[config.mk]
export PLATFORM = sky130hd
export DESIGN_NAME = name_hash_bucket_select_unit
export DESIGN_NICKNAME = d
export VERILOG_FILES = /design/src/nhbs_pkg.sv /design/src/name_hash_bucket_select_unit.sv /design/src/nhbs_ctrl.sv /design/src/nhbs_dpath.sv
export SDC_FILE = /design/constraint.sdc
export NUM_CORES = 1
export LEC_CHECK = 0
export BUFFER_PORTS_ARGS = -buffer_cell sky130_fd_sc_hd__buf_2
export CAP_MARGIN = 20
export CORE_MARGIN = 4
export CORE_UTILIZATION = 40
export CTS_CLUSTER_DIAMETER = 30
export DETAILED_ROUTE_END_ITERATION = 8
export GPL_TIMING_DRIVEN = 0
export SYNTH_ARGS = -nofsm -noshare
export SYNTH_HDL_FRONTEND = slang
export SYNTH_SLANG_ARGS = --single-unit
[constraint.sdc]
create_clock -name clk -period 8.4 [get_ports clk]
set_input_delay 0.42 -clock clk [delete_from_list [all_inputs] [get_ports clk]]
set_output_delay 0.42 -clock clk [all_outputs]
set_load 0.02 [all_outputs]
[src/nhbs_pkg.sv]
// ----------------------------------------------------------------------------
// nhbs_pkg
// Shared types and constants for the name hash bucket select unit.
// ----------------------------------------------------------------------------
package nhbs_pkg;

  localparam int unsigned LEN_W = 16;

  localparam logic [31:0] HASH_SEED = 32'h5C3F_C4D3;
  localparam logic [31:0] HASH_MUL  = 32'h87C1_0417;

  typedef enum logic [3:0] {
    ST_IDLE,
    ST_K1,
    ST_K2,
    ST_HMIX,
    ST_HTAIL,
    ST_F1,
    ST_F2,
    ST_DIV,
    ST_DONE
  } state_t;

  typedef enum logic [3:0] {
    OP_NONE,
    OP_ACCEPT,
    OP_K1,
    OP_K2,
    OP_HMIX,
    OP_HTAIL,
    OP_F1,
    OP_F2,
    OP_DIV,
    OP_OUT
  } op_t;

  typedef struct packed {
    op_t op;
  } cmd_t;

  typedef struct packed {
    logic word_go;
    logic tail_go;
    logic fin_go;
    logic div_done;
    logic out_busy;
  } sts_t;

endpackage

[src/name_hash_bucket_select_unit.sv]
// ----------------------------------------------------------------------------
// name_hash_bucket_select_unit
// Streaming 32-bit key hash with reduction to a bucket index.
// ----------------------------------------------------------------------------
// key bytes arrive on the in_ channel, last key byte first, each carrying
// the key length; in_last_byte marks the key's first byte and in_empty_key
// a zero-length key. one transfer on the out_ channel follows each such end.
// cfg_wr_en/cfg_wr_data set the bucket count (reset 1, zero means no
// reduction); write it only while no key is in flight.
// a byte that closes a word steps the shared multiplier through two key
// multiplies and the hash multiply; a tail byte with one byte left also
// runs the hash multiply, and other bytes need no multiply step.
// ending a key adds the avalanche mix (xor-shift, multiply, xor-shift),
// the bit-serial restoring remainder of the 32-bit hash by the bucket
// count and a load of the output register.
// the result sits in an output register, so a stalled receiver only holds
// the unit once a second result is ready to be loaded.
// reset clears the key in progress, drops any held result and sets the
// bucket count back to 1.
// ----------------------------------------------------------------------------
module name_hash_bucket_select_unit import nhbs_pkg::*; (
  input  logic             clk,
  input  logic             rst_n,
  input  logic             in_valid,
  output logic             in_ready,
  input  logic [7:0]       in_data_byte,
  input  logic [LEN_W-1:0] in_key_length,
  input  logic             in_last_byte,
  input  logic             in_empty_key,
  output logic             out_valid,
  input  logic             out_ready,
  output logic [31:0]      out_full_hash,
  output logic [31:0]      out_bucket_index,
  input  logic             cfg_wr_en,
  input  logic [31:0]      cfg_wr_data
);

  cmd_t cmd;
  sts_t sts;

  nhbs_ctrl u_ctrl (
    .clk      (clk),
    .rst_n    (rst_n),
    .in_valid (in_valid),
    .in_ready (in_ready),
    .sts      (sts),
    .cmd      (cmd)
  );

  nhbs_dpath u_dpath (
    .clk              (clk),
    .rst_n            (rst_n),
    .cmd              (cmd),
    .sts              (sts),
    .in_data_byte     (in_data_byte),
    .in_key_length    (in_key_length),
    .in_last_byte     (in_last_byte),
    .in_empty_key     (in_empty_key),
    .cfg_wr_en        (cfg_wr_en),
    .cfg_wr_data      (cfg_wr_data),
    .out_valid        (out_valid),
    .out_ready        (out_ready),
    .out_full_hash    (out_full_hash),
    .out_bucket_index (out_bucket_index)
  );

endmodule

[src/nhbs_ctrl.sv]
// ----------------------------------------------------------------------------
// nhbs_ctrl
// Sequencer: steps the shared multiplier, the divider and the result load.
// ----------------------------------------------------------------------------
module nhbs_ctrl import nhbs_pkg::*; (
  input  logic clk,
  input  logic rst_n,
  input  logic in_valid,
  output logic in_ready,
  input  sts_t sts,
  output cmd_t cmd
);

  state_t state_r, state_nxt;
  logic   fin_pend_r, fin_pend_nxt;

  always_ff @(posedge clk) begin
    if (!rst_n) begin
      state_r    <= ST_IDLE;
      fin_pend_r <= 1'b0;
    end else begin
      state_r    <= state_nxt;
      fin_pend_r <= fin_pend_nxt;
    end
  end

  always_comb begin
    state_nxt    = state_r;
    fin_pend_nxt = fin_pend_r;
    cmd.op       = OP_NONE;
    in_ready     = 1'b0;
    case (state_r)
      ST_IDLE: begin
        in_ready = 1'b1;
        if (in_valid) begin
          cmd.op       = OP_ACCEPT;
          fin_pend_nxt = sts.fin_go;
          if (sts.word_go) begin
            state_nxt = ST_K1;
          end else if (sts.tail_go) begin
            state_nxt = ST_HTAIL;
          end else if (sts.fin_go) begin
            state_nxt = ST_F1;
          end
        end
      end
      ST_K1: begin
        cmd.op    = OP_K1;
        state_nxt = ST_K2;
      end
      ST_K2: begin
        cmd.op    = OP_K2;
        state_nxt = ST_HMIX;
      end
      ST_HMIX: begin
        cmd.op    = OP_HMIX;
        state_nxt = fin_pend_r ? ST_F1 : ST_IDLE;
      end
      ST_HTAIL: begin
        cmd.op    = OP_HTAIL;
        state_nxt = fin_pend_r ? ST_F1 : ST_IDLE;
      end
      ST_F1: begin
        cmd.op    = OP_F1;
        state_nxt = ST_F2;
      end
      ST_F2: begin
        cmd.op    = OP_F2;
        state_nxt = ST_DIV;
      end
      ST_DIV: begin
        cmd.op = OP_DIV;
        if (sts.div_done) begin
          state_nxt = ST_DONE;
        end
      end
      ST_DONE: begin
        // wait for the output register to free up
        if (!sts.out_busy) begin
          cmd.op       = OP_OUT;
          fin_pend_nxt = 1'b0;
          state_nxt    = ST_IDLE;
        end
      end
      default: begin
        state_nxt = ST_IDLE;
      end
    endcase
  end

endmodule

[src/nhbs_dpath.sv]
// ----------------------------------------------------------------------------
// nhbs_dpath
// Key state, shared constant multiplier, restoring divider, output register.
// ----------------------------------------------------------------------------
module nhbs_dpath import nhbs_pkg::*; (
  input  logic             clk,
  input  logic             rst_n,
  input  cmd_t             cmd,
  output sts_t             sts,
  input  logic [7:0]       in_data_byte,
  input  logic [LEN_W-1:0] in_key_length,
  input  logic             in_last_byte,
  input  logic             in_empty_key,
  input  logic             cfg_wr_en,
  input  logic [31:0]      cfg_wr_data,
  output logic             out_valid,
  input  logic             out_ready,
  output logic [31:0]      out_full_hash,
  output logic [31:0]      out_bucket_index
);

  logic [31:0]      h_r, h_nxt;
  logic [31:0]      wa_r, wa_nxt;
  logic [1:0]       biw_r, biw_nxt;
  logic [LEN_W-1:0] rem_r, rem_nxt;
  logic             act_r, act_nxt;
  logic [31:0]      p_r, p_nxt;
  logic [31:0]      dvd_r, dvd_nxt;
  logic [31:0]      drem_r, drem_nxt;
  logic [4:0]       cnt_r, cnt_nxt;
  logic [31:0]      bc_r, bc_nxt;
  logic             ov_r, ov_nxt;
  logic [31:0]      oh_r, oh_nxt;
  logic [31:0]      ob_r, ob_nxt;

  // first-item view of the key state
  logic [31:0]      h0, wa0, h1, wa1, fin_h;
  logic [1:0]       biw0, biw1;
  logic [LEN_W-1:0] rem0, rem1;
  logic             word_go, tail_go, in_word;
  logic [1:0]       tail_sh;

  logic [31:0] mul_a, mul_p;
  logic [32:0] trial, diff;

  always_comb begin
    h0   = act_r ? h_r : (HASH_SEED ^ 32'(in_key_length));
    wa0  = act_r ? wa_r : '0;
    biw0 = act_r ? biw_r : '0;
    rem0 = act_r ? rem_r : in_key_length;
    h1      = h0;
    wa1     = wa0;
    biw1    = biw0;
    rem1    = rem0;
    word_go = 1'b0;
    tail_go = 1'b0;
    in_word = (biw0 != 2'd0) || (rem0 >= LEN_W'(4));
    tail_sh = rem0[1:0] - 2'd1;
    if (rem0 != '0) begin
      if (in_word) begin
        wa1 = wa0 | ({24'd0, in_data_byte} << {biw0, 3'b000});
        if (biw0 == 2'd3) begin
          word_go = 1'b1;
        end
        biw1 = biw0 + 2'd1;
      end else begin
        h1 = h0 ^ ({24'd0, in_data_byte} << {tail_sh, 3'b000});
        tail_go = (rem0 == LEN_W'(1));
      end
      rem1 = rem0 - LEN_W'(1);
    end
  end

  always_comb begin
    case (cmd.op)
      OP_K1:   mul_a = wa_r;
      OP_K2:   mul_a = p_r ^ (p_r >> 24);
      OP_F1:   mul_a = h_r ^ (h_r >> 13);
      default: mul_a = h_r;
    endcase
  end

  assign mul_p = mul_a * HASH_MUL;
  assign fin_h = h_r ^ (h_r >> 15);
  assign trial = {drem_r, dvd_r[31]};
  assign diff  = trial - {1'b0, bc_r};

  always_comb begin
    h_nxt    = h_r;
    wa_nxt   = wa_r;
    biw_nxt  = biw_r;
    rem_nxt  = rem_r;
    act_nxt  = act_r;
    p_nxt    = p_r;
    dvd_nxt  = dvd_r;
    drem_nxt = drem_r;
    cnt_nxt  = cnt_r;
    bc_nxt   = cfg_wr_en ? cfg_wr_data : bc_r;
    ov_nxt   = ov_r & ~out_ready;
    oh_nxt   = oh_r;
    ob_nxt   = ob_r;
    case (cmd.op)
      OP_ACCEPT: begin
        if (in_empty_key) begin
          h_nxt   = HASH_SEED;
          act_nxt = 1'b0;
        end else begin
          h_nxt   = h1;
          wa_nxt  = wa1;
          biw_nxt = biw1;
          rem_nxt = rem1;
          act_nxt = ~in_last_byte;
        end
      end
      OP_K1: p_nxt = mul_p;
      OP_K2: p_nxt = mul_p;
      OP_HMIX: begin
        h_nxt  = mul_p ^ p_r;
        wa_nxt = '0;
      end
      OP_HTAIL: h_nxt = mul_p;
      OP_F1:    h_nxt = mul_p;
      OP_F2: begin
        h_nxt    = fin_h;
        dvd_nxt  = fin_h;
        drem_nxt = '0;
        cnt_nxt  = '0;
      end
      OP_DIV: begin
        drem_nxt = diff[32] ? trial[31:0] : diff[31:0];
        dvd_nxt  = {dvd_r[30:0], 1'b0};
        cnt_nxt  = cnt_r + 5'd1;
      end
      OP_OUT: begin
        ov_nxt = 1'b1;
        oh_nxt = h_r;
        ob_nxt = (bc_r == '0) ? h_r : drem_r;
      end
      default: begin
      end
    endcase
  end

  always_ff @(posedge clk) begin
    if (!rst_n) begin
      act_r <= 1'b0;
      bc_r  <= 32'd1;
      ov_r  <= 1'b0;
    end else begin
      act_r <= act_nxt;
      bc_r  <= bc_nxt;
      ov_r  <= ov_nxt;
    end
  end

  always_ff @(posedge clk) begin
    h_r    <= h_nxt;
    wa_r   <= wa_nxt;
    biw_r  <= biw_nxt;
    rem_r  <= rem_nxt;
    p_r    <= p_nxt;
    dvd_r  <= dvd_nxt;
    drem_r <= drem_nxt;
    cnt_r  <= cnt_nxt;
    oh_r   <= oh_nxt;
    ob_r   <= ob_nxt;
  end

  always_comb begin
    sts.word_go  = word_go & ~in_empty_key;
    sts.tail_go  = tail_go & ~in_empty_key;
    sts.fin_go   = in_last_byte | in_empty_key;
    sts.div_done = (cnt_r == 5'd31);
    sts.out_busy = ov_r & ~out_ready;
  end

  assign out_valid        = ov_r;
  assign out_full_hash    = oh_r;
  assign out_bucket_index = ob_r;

endmodule

==> qor.yml <==
die:
  design.core.area_um2: 55420
  i_o_pin_count: 129
  starting_utilization_of_the_core_area_pct: 40.63
  floorplan.die.height_um: 245.2
  design.die.area_um2: 60150
  fp-row-count: 86
  die-width_um: 245.2
critical_path:
  timing.critical_path.required_ps: 8670
  worst-endpoint-arrival_ps: 8400
  timing.critical_path.from_type: "flop"
  critPathCaptureType: "flop"
  path_max_fanout: 10
  kind_of_critical_path: "flop to flop"
  worst-r2r-cell-count: 25
min_path:
  worst_hold_path.num_cells: 3
  worst_min_delay_path_class: "input port to flop"
clock_network:
  clk-insertion-delay-late_ps: 570
  clk_pin_slew_ps: 50
  cts-root-buf: "sky130_fd_sc_hd__clkbuf_16"
  cts_inserted_buffers: 66
  tritoncts: "yes"
  tritoncts_num_sinks: 286
  cts_max_path_buffers: 3
  number_of_levels_the_h_tree_was_split_into: 3
synth:
  post_synthesis_mean_instance_area_um2: 10.06
  synth.net_count: 2602
  synth_sequential_area_ratio_pct: 36.41
  post_synth_fa_ha_maj_area_fraction_pct: 20.56
  netlist.top_cell.by_area: "sky130_fd_sc_hd__edfxtp_1"
  synthMostInstantiatedCell: "sky130_fd_sc_hd__inv_1"
  synth.top_cell.area_share_pct: 32.94
  synthCells: 2238
  synth-async-reset-ratio_pct: 0
  ys_ff_latch: 286
  yosys-mux-area-fraction_pct: 4.891
  synth-warning-count: 0
  total_standard_cell_area_after_synthesis_um2: 22510
  synthSimpleGateAreaFrac_pct: 11.84
  synth.top_cells.by_count: "265 x sky130_fd_sc_hd__inv_1, 247 x sky130_fd_sc_hd__edfxtp_1, 186 x sky130_fd_sc_hd__ha_1"
  synth.lib_cells_used.distinct: 82
  synth-main-ff-cell: "sky130_fd_sc_hd__edfxtp_1"
  synth_xor_area_share_pct: 6.880
  synth-compound-area-share_pct: 12.93
  synth_enable_flop_cells: 247
  yosys-top-cells-area: "sky130_fd_sc_hd__edfxtp_1 33%, sky130_fd_sc_hd__ha_1 10%, sky130_fd_sc_hd__fa_1 10%, sky130_fd_sc_hd__inv_1 4.4%, sky130_fd_sc_hd__xnor2_1 4.4%"
  dominant_combinational_cell_family_by_area_after_synthesis: "adder cells"
timing:
  min_period_ps: 8132
  finalSetupViolations: 0
  tightestPinTransition_ps: 1033
  fin_crit_sh_pct: 96.81
  max_freq_mhz: 123.0
  slew_headroom_pct: 30.85
  timing.final.max_slew_violations: 0
  timing.final.hold_violations: 0
  largest_clock_skew_in_the_final_design_ps: 22.37
  timing.setup.tns_ps: 0
detailed_routing:
  drt_iter0_drc: 1688
  drt_pre_antenna_iters: 6
  drc: 0
  route.vias.total: 17800
  ant_nets: 0
  detail_route.vias_per_cell: 5.479
  drt_wl_cell_um: 22.81
  drt_wl_total_um: 74090
place:
  gp_congestion: 0.9881
  dp_hpwl_um: 57310
  io_buffer_count: 117
  post_dp_cell_area_um2: 24210
grt:
  globalRouteOverflowTotal: 0
  antenna_found_initial: 3
  via_count_of_the_first_global_routing_pass: 17560
  grt_start_max_net_pins: 43
  grt_first_pass_wirelength_um: 110700
  track_usage_pct: 24.30
run:
  maxCapViolations: 0
cells_and_area:
  finish.net_count: 2813
  area_growth_pct: 19.11
  finish.instance_area_um2: 26820
  post_route_cells_drive_above_1_share_pct: 14.76
  num_antenna_cells: 0
outcome:
  run_status: "finished, final reports clean"
## cell families (layout without fill, tap and decap cells)
family / after synthesis / after routing
AO/OA/AOI/OAI: 440 / 440
XOR/XNOR: 172 / 172
adder cells (fa/ha/maj): 301 / 301
buffers and inverters: 379 / 641
flip-flops: 286 / 286
multiplexers: 106 / 106
AND/OR/NAND/NOR: 554 / 554
## worst paths after layout
check | start | to | slack (ps)
max | u_ctrl.state_r[3] | u_dpath.h_r[24] | 270
min | cfg_wr_data[0] | u_dpath.bc_r[0] | 90
max reg2reg | u_ctrl.state_r[3] | u_dpath.h_r[24] | 270
min reg2reg | u_dpath.h_r[30] | u_dpath.out_full_hash[30] | 440
## metrics by stage
stage | util (%) | hold slack [ps] | std cells | worst slack [ps]
final | 48.39 | 88.53 | 3248 | 268.1
after global routing | 48.39 | 95.44 | 3248 | -14.35
after CTS | 48.04 | 64.33 | 3237 | 15.26
after detailed placement | 43.69 | 441.1 | 3111 | -952.1
after global placement | 43.38 | 437.8 | 3103 | -1797
after floorplan | - | 424.4 | 2238 | 503.9
## flip-flops by register name, indices dropped and copies added, names as in the netlist, 4 cells and up
| signal | cells |
|---|---|
| u_dpath.cnt_r | 5 |
| u_dpath.wa_r | 32 |
| u_dpath.bc_r | 32 |
| u_dpath.p_r | 32 |
| u_dpath.out_full_hash | 32 |
| u_ctrl.state_r | 4 |
| u_dpath.dvd_r | 32 |
| u_dpath.drem_r | 32 |
| u_dpath.h_r | 32 |
| u_dpath.rem_r | 16 |
| u_dpath.out_bucket_index | 32 |
## placed cells by master (no fill, tap or decap), types with 15 or more instances in the layout
cell,n
sky130_fd_sc_hd__nor3_1,42
sky130_fd_sc_hd__a22o_1,17
sky130_fd_sc_hd__a21o_1,26
sky130_fd_sc_hd__a31oi_1,17
sky130_fd_sc_hd__ha_1,186
sky130_fd_sc_hd__buf_2,126
sky130_fd_sc_hd__o31ai_1,15
sky130_fd_sc_hd__clkbuf_1,70
sky130_fd_sc_hd__mux2_2,32
sky130_fd_sc_hd__o21a_1,15
sky130_fd_sc_hd__nor2b_1,55
sky130_fd_sc_hd__mux2i_1,74
sky130_fd_sc_hd__dfxtp_1,38
sky130_fd_sc_hd__nand2_1,147
sky130_fd_sc_hd__inv_1,262
sky130_fd_sc_hd__o21ai_0,86
sky130_fd_sc_hd__nand2b_1,15
sky130_fd_sc_hd__edfxtp_1,247
sky130_fd_sc_hd__nand3_1,20
sky130_fd_sc_hd__buf_4,27
sky130_fd_sc_hd__nor2_1,178
sky130_fd_sc_hd__xor2_1,55
sky130_fd_sc_hd__clkbuf_16,71
sky130_fd_sc_hd__fa_1,115
sky130_fd_sc_hd__a21oi_1,118
sky130_fd_sc_hd__xnor2_1,108
sky130_fd_sc_hd__a22oi_1,24
## metal layers
layer,track usage [%],share of wire (%)
met3,3.343,6.5
met5,0,0.036
met4,9.163,4.0
met2,41.09,47
met1,31.79,42
## what timing repair did
item	CTS	global route
hold buffers	0	0
gates resized for setup	23	36
pin swaps	5	10
setup buffers	8	11
endpoints found under the setup margin	11	10
## critical path, stage by stage, from the launching register on
cell	delay (ps)
sky130_fd_sc_hd__dfxtp_1	300
sky130_fd_sc_hd__buf_4	170
sky130_fd_sc_hd__and2b_1	300
sky130_fd_sc_hd__and3_2	310
sky130_fd_sc_hd__clkbuf_4	250
sky130_fd_sc_hd__a31oi_1	110
sky130_fd_sc_hd__a221o_1	310
sky130_fd_sc_hd__o21ai_1	250
sky130_fd_sc_hd__inv_1	290
sky130_fd_sc_hd__ha_1	360
sky130_fd_sc_hd__fa_1	530
sky130_fd_sc_hd__fa_1	420
sky130_fd_sc_hd__ha_1	290
sky130_fd_sc_hd__ha_1	290
sky130_fd_sc_hd__fa_1	440
sky130_fd_sc_hd__ha_1	420
sky130_fd_sc_hd__nand2_1	70
sky130_fd_sc_hd__o21ai_0	430
sky130_fd_sc_hd__a31oi_1	220
sky130_fd_sc_hd__o31ai_1	480
sky130_fd_sc_hd__a2111oi_1	210
sky130_fd_sc_hd__o31ai_1	290
sky130_fd_sc_hd__a21oi_1	120
sky130_fd_sc_hd__xnor2_1	660
sky130_fd_sc_hd__xnor2_1	190
sky130_fd_sc_hd__o21ai_0	100
## cell type report
class	count	area, µm²
repair buffers	146	878.3
well taps	748	935.9
plain buffers	110	484.2
multi-input cells	1573	13040
clock buffers	79	1837
inverters	266	1002
clock inverters	40	437.9
fillers	5158	28600
flip-flops and latches	286	8199
Power is left out: the tool's default activity adds up to more than one toggle a clock period on the data nets, which glitch-free logic cannot reach.
